<file path="src/design/aid_pkg.sv">
`timescale 1ns / 1ps
// ----------------------------------------------------------------------------
// aid_pkg
// Shared types and constants for the ARM-state instruction decoder.
// ----------------------------------------------------------------------------
package aid_pkg;

	typedef enum logic [4:0] {
		CL_UNDEF  = 5'd0,
		CL_DP     = 5'd1,
		CL_MUL    = 5'd2,
		CL_MULL   = 5'd3,
		CL_SWAP   = 5'd4,
		CL_BX     = 5'd5,
		CL_HWREG  = 5'd6,
		CL_HWIMM  = 5'd7,
		CL_SIGNED = 5'd8,
		CL_LDST   = 5'd9,
		CL_BLOCK  = 5'd10,
		CL_BRANCH = 5'd11,
		CL_SWI    = 5'd12,
		CL_PSR    = 5'd13,
		CL_CPDT   = 5'd14,
		CL_CPDO   = 5'd15,
		CL_CPRT   = 5'd16
	} insn_class_t;

	// bits 27-20 of BX Rm
	localparam logic [7:0] BX_OPCODE   = 8'b0001_0010;
	// bits 7-4 patterns
	localparam logic [3:0] NIB_MUL     = 4'b1001;
	localparam logic [3:0] NIB_HW      = 4'b1011;
	localparam logic [3:0] NIB_BX      = 4'b0001;
	localparam logic [3:0] NIB_SGN_MSK = 4'b1101;

	typedef struct packed {
		logic [4:0]  insn_class;
		logic [6:0]  flag_bits;
		logic [3:0]  reg_n;
		logic [3:0]  reg_d;
		logic [3:0]  reg_s;
		logic [3:0]  reg_m;
		logic [3:0]  op_field;
		logic [2:0]  cp_info;
		logic [23:0] payload;
	} decode_t;

endpackage

</file>
<file path="src/design/aid_classify.sv">
`timescale 1ns / 1ps
// ----------------------------------------------------------------------------
// aid_classify
// Picks one of the 17 instruction classes from bits 27-20 and 7-4.
// ----------------------------------------------------------------------------
module aid_classify (
	input  logic [31:0]         instruction,
	output aid_pkg::insn_class_t insn_class
);

	logic [1:0] top;
	logic       i25;
	logic [3:0] b74;
	logic [3:0] opc;
	logic       cmp_no_s;
	logic       dp_or_psr_psr;

	assign top      = instruction[27:26];
	assign i25      = instruction[25];
	assign b74      = instruction[7:4];
	assign opc      = instruction[24:21];
	// TST/TEQ/CMP/CMN without S are MRS/MSR
	assign cmp_no_s = (opc[3:2] == 2'b10) && !instruction[20];
	assign dp_or_psr_psr = cmp_no_s;

	always_comb begin
		insn_class = aid_pkg::CL_UNDEF;
		unique case (top)
			2'd0: begin
				priority if (i25) begin
					insn_class = dp_or_psr_psr ? aid_pkg::CL_PSR : aid_pkg::CL_DP;
				end else if (b74 == aid_pkg::NIB_MUL) begin
					unique case (instruction[24:23])
						2'd0: insn_class = aid_pkg::CL_MUL;
						2'd1: insn_class = aid_pkg::CL_MULL;
						2'd2: insn_class = aid_pkg::CL_SWAP;
						default: insn_class = aid_pkg::CL_UNDEF;
					endcase
				end else if (b74 == aid_pkg::NIB_HW) begin
					insn_class = instruction[22] ? aid_pkg::CL_HWIMM : aid_pkg::CL_HWREG;
				end else if ((b74 & aid_pkg::NIB_SGN_MSK) == aid_pkg::NIB_SGN_MSK) begin
					insn_class = aid_pkg::CL_SIGNED;
				end else if (b74 == aid_pkg::NIB_BX
						&& instruction[27:20] == aid_pkg::BX_OPCODE) begin
					insn_class = aid_pkg::CL_BX;
				end else begin
					insn_class = dp_or_psr_psr ? aid_pkg::CL_PSR : aid_pkg::CL_DP;
				end
			end
			2'd1: begin
				insn_class = (i25 && instruction[4]) ? aid_pkg::CL_UNDEF : aid_pkg::CL_LDST;
			end
			2'd2: begin
				insn_class = i25 ? aid_pkg::CL_BRANCH : aid_pkg::CL_BLOCK;
			end
			default: begin
				priority if (!i25) begin
					insn_class = aid_pkg::CL_CPDT;
				end else if (instruction[24]) begin
					insn_class = aid_pkg::CL_SWI;
				end else begin
					insn_class = instruction[4] ? aid_pkg::CL_CPRT : aid_pkg::CL_CPDO;
				end
			end
		endcase
	end

endmodule

</file>
<file path="src/design/aid_fields.sv">
`timescale 1ns / 1ps
// ----------------------------------------------------------------------------
// aid_fields
// Extracts flags, register numbers, opcode and payload for a given class.
// Fields a class does not use are driven to zero.
// ----------------------------------------------------------------------------
module aid_fields (
	input  logic [31:0]          instruction,
	input  aid_pkg::insn_class_t insn_class,
	output aid_pkg::decode_t     dec
);

	logic       f_i, f_p, f_u, f_b, f_w, f_s, f_h;
	logic [3:0] r16, r12, r8, r0;
	logic [7:0] imm8;

	assign f_i  = instruction[25];
	assign f_p  = instruction[24];
	assign f_u  = instruction[23];
	assign f_b  = instruction[22];
	assign f_w  = instruction[21];
	assign f_s  = instruction[20];
	assign f_h  = instruction[5];
	assign r16  = instruction[19:16];
	assign r12  = instruction[15:12];
	assign r8   = instruction[11:8];
	assign r0   = instruction[3:0];
	assign imm8 = {r8, r0};

	always_comb begin
		dec            = '0;
		dec.insn_class = insn_class;
		unique case (insn_class)
			aid_pkg::CL_DP: begin
				dec.flag_bits = {f_i, 4'b0000, f_s, 1'b0};
				dec.op_field  = instruction[24:21];
				dec.reg_n     = r16;
				dec.reg_d     = r12;
				dec.payload   = {12'd0, instruction[11:0]};
			end
			aid_pkg::CL_MUL: begin
				dec.flag_bits = {4'b0000, f_w, f_s, 1'b0};
				dec.reg_d     = r16;
				dec.reg_n     = r12;
				dec.reg_s     = r8;
				dec.reg_m     = r0;
			end
			aid_pkg::CL_MULL: begin
				dec.flag_bits = {3'b000, f_b, f_w, f_s, 1'b0};
				dec.reg_n     = r16;
				dec.reg_d     = r12;
				dec.reg_s     = r8;
				dec.reg_m     = r0;
			end
			aid_pkg::CL_SWAP: begin
				dec.flag_bits = {3'b000, f_b, 3'b000};
				dec.reg_n     = r16;
				dec.reg_d     = r12;
				dec.reg_m     = r0;
			end
			aid_pkg::CL_BX: begin
				// target register shows up in reg_n
				dec.reg_n = r0;
			end
			aid_pkg::CL_HWREG: begin
				dec.flag_bits = {1'b0, f_p, f_u, 1'b0, f_w, f_s, 1'b0};
				dec.reg_n     = r16;
				dec.reg_d     = r12;
				dec.reg_m     = r0;
			end
			aid_pkg::CL_HWIMM: begin
				dec.flag_bits = {1'b0, f_p, f_u, 1'b0, f_w, f_s, 1'b0};
				dec.reg_n     = r16;
				dec.reg_d     = r12;
				dec.payload   = {16'd0, imm8};
			end
			aid_pkg::CL_SIGNED: begin
				dec.flag_bits = {1'b0, f_p, f_u, f_b, f_w, f_s, f_h};
				dec.reg_n     = r16;
				dec.reg_d     = r12;
				if (f_b) begin
					dec.payload = {16'd0, imm8};
				end else begin
					dec.reg_m = r0;
				end
			end
			aid_pkg::CL_LDST: begin
				dec.flag_bits = {f_i, f_p, f_u, f_b, f_w, f_s, 1'b0};
				dec.reg_n     = r16;
				dec.reg_d     = r12;
				dec.payload   = {12'd0, instruction[11:0]};
			end
			aid_pkg::CL_BLOCK: begin
				dec.flag_bits = {1'b0, f_p, f_u, f_b, f_w, f_s, 1'b0};
				dec.reg_n     = r16;
				dec.payload   = {8'd0, instruction[15:0]};
			end
			aid_pkg::CL_BRANCH: begin
				dec.flag_bits = {1'b0, f_p, 5'b00000};
				dec.payload   = instruction[23:0];
			end
			aid_pkg::CL_SWI: begin
				dec.payload = instruction[23:0];
			end
			aid_pkg::CL_PSR: begin
				dec.flag_bits = {f_i, 2'b00, f_b, 3'b000};
				dec.op_field  = instruction[24:21];
				dec.reg_d     = r12;
				dec.payload   = {12'd0, instruction[11:0]};
			end
			aid_pkg::CL_CPDT: begin
				dec.flag_bits = {1'b0, f_p, f_u, f_b, f_w, f_s, 1'b0};
				dec.reg_n     = r16;
				dec.reg_d     = r12;
				dec.reg_s     = r8;
				dec.payload   = {16'd0, instruction[7:0]};
			end
			aid_pkg::CL_CPDO: begin
				dec.op_field = instruction[23:20];
				dec.reg_n    = r16;
				dec.reg_d    = r12;
				dec.reg_s    = r8;
				dec.cp_info  = instruction[7:5];
				dec.reg_m    = r0;
			end
			aid_pkg::CL_CPRT: begin
				dec.flag_bits = {5'b00000, f_s, 1'b0};
				dec.op_field  = {1'b0, instruction[23:21]};
				dec.reg_n     = r16;
				dec.reg_d     = r12;
				dec.reg_s     = r8;
				dec.cp_info   = instruction[7:5];
				dec.reg_m     = r0;
			end
			default: begin
				// undefined: only the class code (zero) goes out
			end
		endcase
	end

endmodule

</file>
<file path="src/design/arm_instruction_decoder_top.sv">
`timescale 1ns / 1ps
// A taken word goes to the input register, its decode to the result register that drives done.
// Throughput: one word per cycle; busy is never raised, decode is one register-to-register pass.
// Result beats last exactly one cycle and cannot be stalled.
// Reset (arst_n low, asynchronous) clears the valid flags; no beat is in flight afterwards.
// ----------------------------------------------------------------------------
// arm_instruction_decoder_top
// ARM-state instruction decoder: input register, class and field decode,
// result register with a one-cycle done strobe.
// ----------------------------------------------------------------------------
module arm_instruction_decoder_top (
	input  logic        clk,
	input  logic        arst_n,
	input  logic        start,
	output logic        busy,
	input  logic [31:0] instruction,
	output logic        done,
	output logic [3:0]  cond_code,
	output logic [4:0]  insn_class,
	output logic [6:0]  flag_bits,
	output logic [3:0]  reg_n,
	output logic [3:0]  reg_d,
	output logic [3:0]  reg_s,
	output logic [3:0]  reg_m,
	output logic [3:0]  op_field,
	output logic [2:0]  cp_info,
	output logic [23:0] payload
);

	logic                 valid_s1;
	logic [31:0]          instruction_s1;
	aid_pkg::insn_class_t class_c;
	aid_pkg::decode_t     dec_c;
	logic                 valid_s2;
	logic [3:0]           cond_s2;
	aid_pkg::decode_t     dec_s2;
	logic                 take;

	assign busy = 1'b0;
	assign take = start && !busy;

	always_ff @(posedge clk or negedge arst_n) begin
		if (!arst_n) begin
			valid_s1 <= 1'b0;
			valid_s2 <= 1'b0;
		end else begin
			valid_s1 <= take;
			valid_s2 <= valid_s1;
		end
	end

	always_ff @(posedge clk) begin
		if (take) begin
			instruction_s1 <= instruction;
		end
		if (valid_s1) begin
			cond_s2 <= instruction_s1[31:28];
			dec_s2  <= dec_c;
		end
	end

	aid_classify u_classify (
		.instruction (instruction_s1),
		.insn_class  (class_c)
	);

	aid_fields u_fields (
		.instruction (instruction_s1),
		.insn_class  (class_c),
		.dec         (dec_c)
	);

	assign done       = valid_s2;
	assign cond_code  = cond_s2;
	assign insn_class = dec_s2.insn_class;
	assign flag_bits  = dec_s2.flag_bits;
	assign reg_n      = dec_s2.reg_n;
	assign reg_d      = dec_s2.reg_d;
	assign reg_s      = dec_s2.reg_s;
	assign reg_m      = dec_s2.reg_m;
	assign op_field   = dec_s2.op_field;
	assign cp_info    = dec_s2.cp_info;
	assign payload    = dec_s2.payload;

endmodule

</file>
<file path="config.mk">
export PLATFORM = sky130hd
export DESIGN_NAME = arm_instruction_decoder_top
export DESIGN_NICKNAME = d
export VERILOG_FILES = /design/src/design/aid_pkg.sv /design/src/design/aid_classify.sv /design/src/design/aid_fields.sv /design/src/design/arm_instruction_decoder_top.sv
export SDC_FILE = /design/constraint.sdc
export NUM_CORES = 1
export LEC_CHECK = 0
export ABC_AREA = 1
export BUFFER_PORTS_ARGS = -buffer_cell sky130_fd_sc_hd__buf_2
export CAP_MARGIN = 20
export CORE_AREA = 2 2 95 97
export CTS_CLUSTER_SIZE = 40
export DETAILED_ROUTE_END_ITERATION = 10
export DIE_AREA = 0 0 97 99
export PLACE_DENSITY = 0.87
export SYNTH_ARGS = -nofsm -noshare
export SYNTH_HDL_FRONTEND = slang
export SYNTH_HIERARCHICAL = 1
export SYNTH_SLANG_ARGS = --single-unit
</file>
<file path="constraint.sdc">
create_clock -name clk -period 2.4 [get_ports clk]
set_input_delay 0.48 -clock clk [delete_from_list [all_inputs] [get_ports clk]]
set_output_delay 0.48 -clock clk [all_outputs]
set_load 0.005 [all_outputs]
</file>
# Word level (Yosys, flattened, before mapping)
# Index checks and enable logic that the tools add are counted.
# op_classes
n_eq_ne,25
n_mux,22
reduce_logical,16
# op_table
cell,n
one-hot mux 24 bit (6 select lines),1
one-hot mux 7 bit (11 select lines),1
"== test 5 x 4 -> 1 bit, second input constant",8
two-way mux 5 bit,8
one-hot mux 4 bit (3 select lines),2
OR reduction 11 bit,2
"== test 5 x 3 -> 1 bit, second input constant",4
one-hot mux 4 bit (2 select lines),2
one-hot mux 5 bit (3 select lines),1
two-way mux 4 bit,3
"== test 5 x 2 -> 1 bit, second input constant",2
OR reduction 2 bit,5
one-hot mux 3 bit (3 select lines),1
"== test 4 bit, second input constant",2
"== test 8 x 5 -> 1 bit, second input constant",1
two-way mux 8 bit,1
OR reduction 6 bit,1
"== test 5 x 1 -> 1 bit, second input constant",1
"== test 5 bit, second input constant",1
OR reduction 5 bit,1
"== test 2 x 1 -> 1 bit, second input constant",2
"== test 2 bit, second input constant",2
"== test 4 x 1 -> 1 bit, second input constant",1
zero test 2 bit,2
other kinds (5),8
# word_totals
reg_bits,97
out_inout_bits,65

# Longest topological paths before layout
# logic_depth
ltp_word,12
mapped_depth,19
mapped_depth_nobuf,19

# Modules after synthesis
# Netlist, hierarchy kept.
# modules_own_cells
module,n_inst,cells_each,area_each_um2,seq_area_each_um2
arm_instruction_decoder_top,1,99,2914.0,2902.8
aid_fields,1,199,870.8,0.0
aid_classify,1,58,262.8,0.0

# Least setup slack after synthesis
# OpenSTA, ideal clock, no wires.
# synth_timing
kind,register to register
from,register instruction_s1[4]
to,"register dec_s2, in the netlist payload[0] (data pin)"
setup_ns,0.256
arrival_ns,1.974
required_ns,2.144
path_slack_ns,0.170
stages_incl_launch_ff,11
n_path_buf,0
period_less_slack_ns,2.230
path_cell_list,edfxtp_1 > nor2_1 > nor3_1 > o21ai_0 > nor2_2 > nand2_1 > nor2_1 > a21oi_2 > nand2_2 > nor2_2 > nor2_1
# synth_rtl
element,line,rtl
"start, declared",arm_instruction_decoder_top.sv:31,logic [31:0] instruction_s1;
"start signal, assigned",arm_instruction_decoder_top.sv:54,instruction_s1 <= instruction;
"end signal, assigned",arm_instruction_decoder_top.sv:58,dec_s2 <= dec_c;
"end, declared",arm_instruction_decoder_top.sv:36,aid_pkg::decode_t dec_s2;

==> run summary <==
PD cells -> 755 nW/um^2
largest voltage drop on the vdd net -> 0.000337 V
growth of design area from synthesis to finish -> 33.7%
root buffer selected by CTS -> sky130_fd_sc_hd__clkbuf_8
net count after synthesis -> 391
post-synthesis instance area -> 4050 sq um
cell taking the most area after synthesis -> sky130_fd_sc_hd__edfxtp_1
final hold slack -> 0.289 ns
max frequency -> 0.420 GHz
remaining global-route overflow -> 0
final clock period utilization by the worst path -> 99.1%
standard cell area after detailed placement -> 4990 sq um
post-layout min period -> 2.38 ns
Synth Flop Type -> sky130_fd_sc_hd__edfxtp_1
most used standard cell by instance count after synthesis -> sky130_fd_sc_hd__edfxtp_1
CP dominant cell by count -> sky130_fd_sc_hd__nand2_1
clock transition time at the flip-flop clock pins of the worst setup and hold paths -> 0.09 ns
Hold WC Path Type -> in -> reg
category of the worst setup path capture point -> flip-flop
antenna violations before repair -> 0
Die Span Y -> 99 microns
sum of negative setup slack -> 0 ns
Critical Path RT -> 2.60 ns
register area -> 2900 sq um
type of element launching the critical path -> flip-flop
buffer depth of the longest clock path -> 2
fill count -> 660
Horiz. Die Dim -> 97 microns
fraction of final layout cells sized beyond drive strength 1 -> 42.7%
P_leak -> 2.47 nW
WP depth -> 18
cell type of the slowest stage on the worst timing path -> sky130_fd_sc_hd__edfxtp_1
total of warnings raised by yosys -> 6
status -> finished clean
detailed-route DRC error count -> 0
total clock sinks -> 97
clock tree from TritonCTS -> yes
Final Routed Wirelength -> 9.24 mm
initial standard-cell utilization of the core -> 47.3%
Slew headroom -> 53.4%
endpoint of the worst register-to-register path -> payload[1]$_DFFE_PP_
Final Setup Violations -> 0
setup repair after global routing missed its margin -> true
Vias/cell -> 4.86
global-route wire length before repair -> 13.4 mm
share of synthesized area spent on multiplexers -> 0%
count of final hold-check violations -> 0
max_cap viols -> 0
largest family of logic cells by synthesized area -> simple AND/OR/NAND/NOR gates
Antenna Violating Nets Remaining -> 0
register area share after synthesis -> 71.7%
peak per-stage delay on the critical path -> 0.44 ns
sequence of cells on the critical path -> inv_2, nand2_2, nor2_2, nand3_1, nand2_1, nand2_1, nand2_1, nand2_1, nand2_1, nand3_2, buf_6, nor2_4, buf_4, nand3_2, buf_4, o21ai_4, nor2_4, nor2_1
number of max-slew violations in the final report -> 0
capturing instance or port of the critical path -> payload[1]$_DFFE_PP_
Post-Synth Adder-Cell Area -> 0%
worst setup path startpoint -> instruction_s1[7]$_DFFE_PP_
count of flip-flops with a built-in enable after synthesis -> 95
final instance area -> 5410 sq um
vias in the first global route -> 2856
synthesized instance count -> 356
htree depth -> 3
post-layout net count -> 547
vias after detailed routing -> 3039
proportion of register bits with asynchronous set or reset after synthesis -> 2.06%
setup slack, reg-to-reg -> 0.02 ns
cell types with the largest area share after synthesis -> sky130_fd_sc_hd__edfxtp_1 (70%), sky130_fd_sc_hd__nand2_1 (7.2%), sky130_fd_sc_hd__inv_1 (5.0%)
post-synthesis share of cell area spent on xor and xnor gates -> 0%
type of the setup path with the least slack -> reg -> reg
kind of cell adding the most delay to the critical path -> simple AND/OR/NAND/NOR gates
GRT Overall Usage -> 18.1%
average instance area after synthesis -> 11.4 sq um
Synth Area in Simple Gates -> 16.8%
worst-case clock skew -> 0.0103 ns
WP data arrival -> 2.58 ns
top-area cell type share of the netlist area -> 70.5%
most frequent cells after synthesis -> sky130_fd_sc_hd__edfxtp_1 (95), sky130_fd_sc_hd__nand2_1 (78), sky130_fd_sc_hd__inv_1 (54)
synthesis-stage register bit count -> 97
library cells used by synthesis -> 29
antenna fix cells -> 0
die area -> 9600 sq um
Critical Path Fanout Max -> 6
clk_lat worst skew -> 0.36 ns
number of rows created at floorplan -> 34
core footprint -> 8550 sq um
cells on worst reg2reg path -> 18
Synth Area in Compound Gates -> 4.36%
launching point of the worst reg2reg path -> instruction_s1[7]$_DFFE_PP_
multi-input logic area -> 987 sq um
pin slew with the least headroom to its limit -> 0.698 ns
Hold Crit Depth -> 1
average wire per standard cell -> 14.8 microns
buffers plus inverters on the worst setup path -> 4
violation count after the first detailed-routing iteration -> 236
half-perimeter wire length after detailed placement -> 6.70 mm
final weighted congestion in routability-driven placement -> 0.882
I/O pins -> 100
number of CTS-inserted buffers -> 9
pin count of the biggest net entering global routing -> 34
count of buffers from port buffering -> 98
first-pass iteration count of the detailed router -> 5
[final cells by class]
cell class,instances,area share (%)
clock buffer,9,2.29
clock inverter,7,1.64
sequential,97,53.7
timing repair buffer,153,17.4
multi-input combinational,190,18.2
tap,108,2.50
inverter,61,4.28
[repair_timing]
action                                  in CTS  in global routing
hold endpoints to repair                     2                  0
endpoints found under the setup margin       5                 37
resized for setup                            1                 43
pin swaps                                    0                 27
hold buffers                                 1                  0
buffers inserted                             1                  7
[through the flow]
step	worst slack [ns]	total power [mW]	instances	utilization, %
floorplan	0.170	2.53	356	-
global placement	0.0159	2.90	600	58.3
detailed placement	-0.0382	2.92	600	58.3
CTS	0.0146	4.01	618	61.0
global route	-0.123	4.26	625	63.3
finish	0.0214	4.08	625	63.3
[worst register-to-register path, delay by kind of cell (launching register included)]
kind / cells / cell delay (ns)
buffers and inverters: 4 / 0.58
AND/OR/NAND/NOR: 13 / 1.14
AO/OA/AOI/OAI: 1 / 0.08
flip-flops: 1 / 0.44
[worst min-delay path by stage]
stage                    startpoint                      endpoint  slack (ns)
floorplan                    arst_n                done$_DFF_PN0_        0.18
global placement             arst_n                done$_DFF_PN0_        0.26
detailed placement           arst_n                done$_DFF_PN0_        0.27
CTS                 instruction[28]  instruction_s1[28]$_DFFE_PP_        0.27
global route        instruction[13]  instruction_s1[13]$_DFFE_PP_        0.26
finish              instruction[28]  instruction_s1[28]$_DFFE_PP_        0.29
[routing by layer]
metal / track usage, % / vias up / wire length (microns)
li1: - / 1485 / -
met1: 23.0 / 1415 / 3760
met3: 4.96 / 20 / 561
met2: 29.7 / 119 / 4700
met4: 7.58 / 0 / 219
met5: 0 / - / 0
[layout by cell type (no fill, tap or decap), drive strengths merged, types with 3 or more instances in the layout]
master and instances:
buf 152, edfxtp 95, nand2 83, inv 62, nor2 51, nand3 16, a21oi 10, clkbuf 9
o21ai 9, a31oi 5, clkinv 5, nor3 4, o22ai 3
[where the power goes]
group	leakage [nW]	internal (mW)	switching (mW)
logic	1.42	0.370	0.468
clock network	0.108	0.503	0.586
registers	0.940	2.08	0.0747
[flip-flops by register name, indices dropped and copies added (netlist names)]
signal          cells
payload            24
reg_m               4
instruction_s1     32
cond_code           4
valid_s1            1
insn_class          5
reg_s               4
cp_info             3
reg_d               4
done                1
flag_bits           7
op_field            4
reg_n               4
[cells by family (layout without fill, tap and decap cells)]
logic type,count (synthesis),count (layout)
buf+inv,69,230
simple gates,159,159
flops,97,97
compound gates,30,30
other cells,1,1
Power figures use the tool's default switching activity.
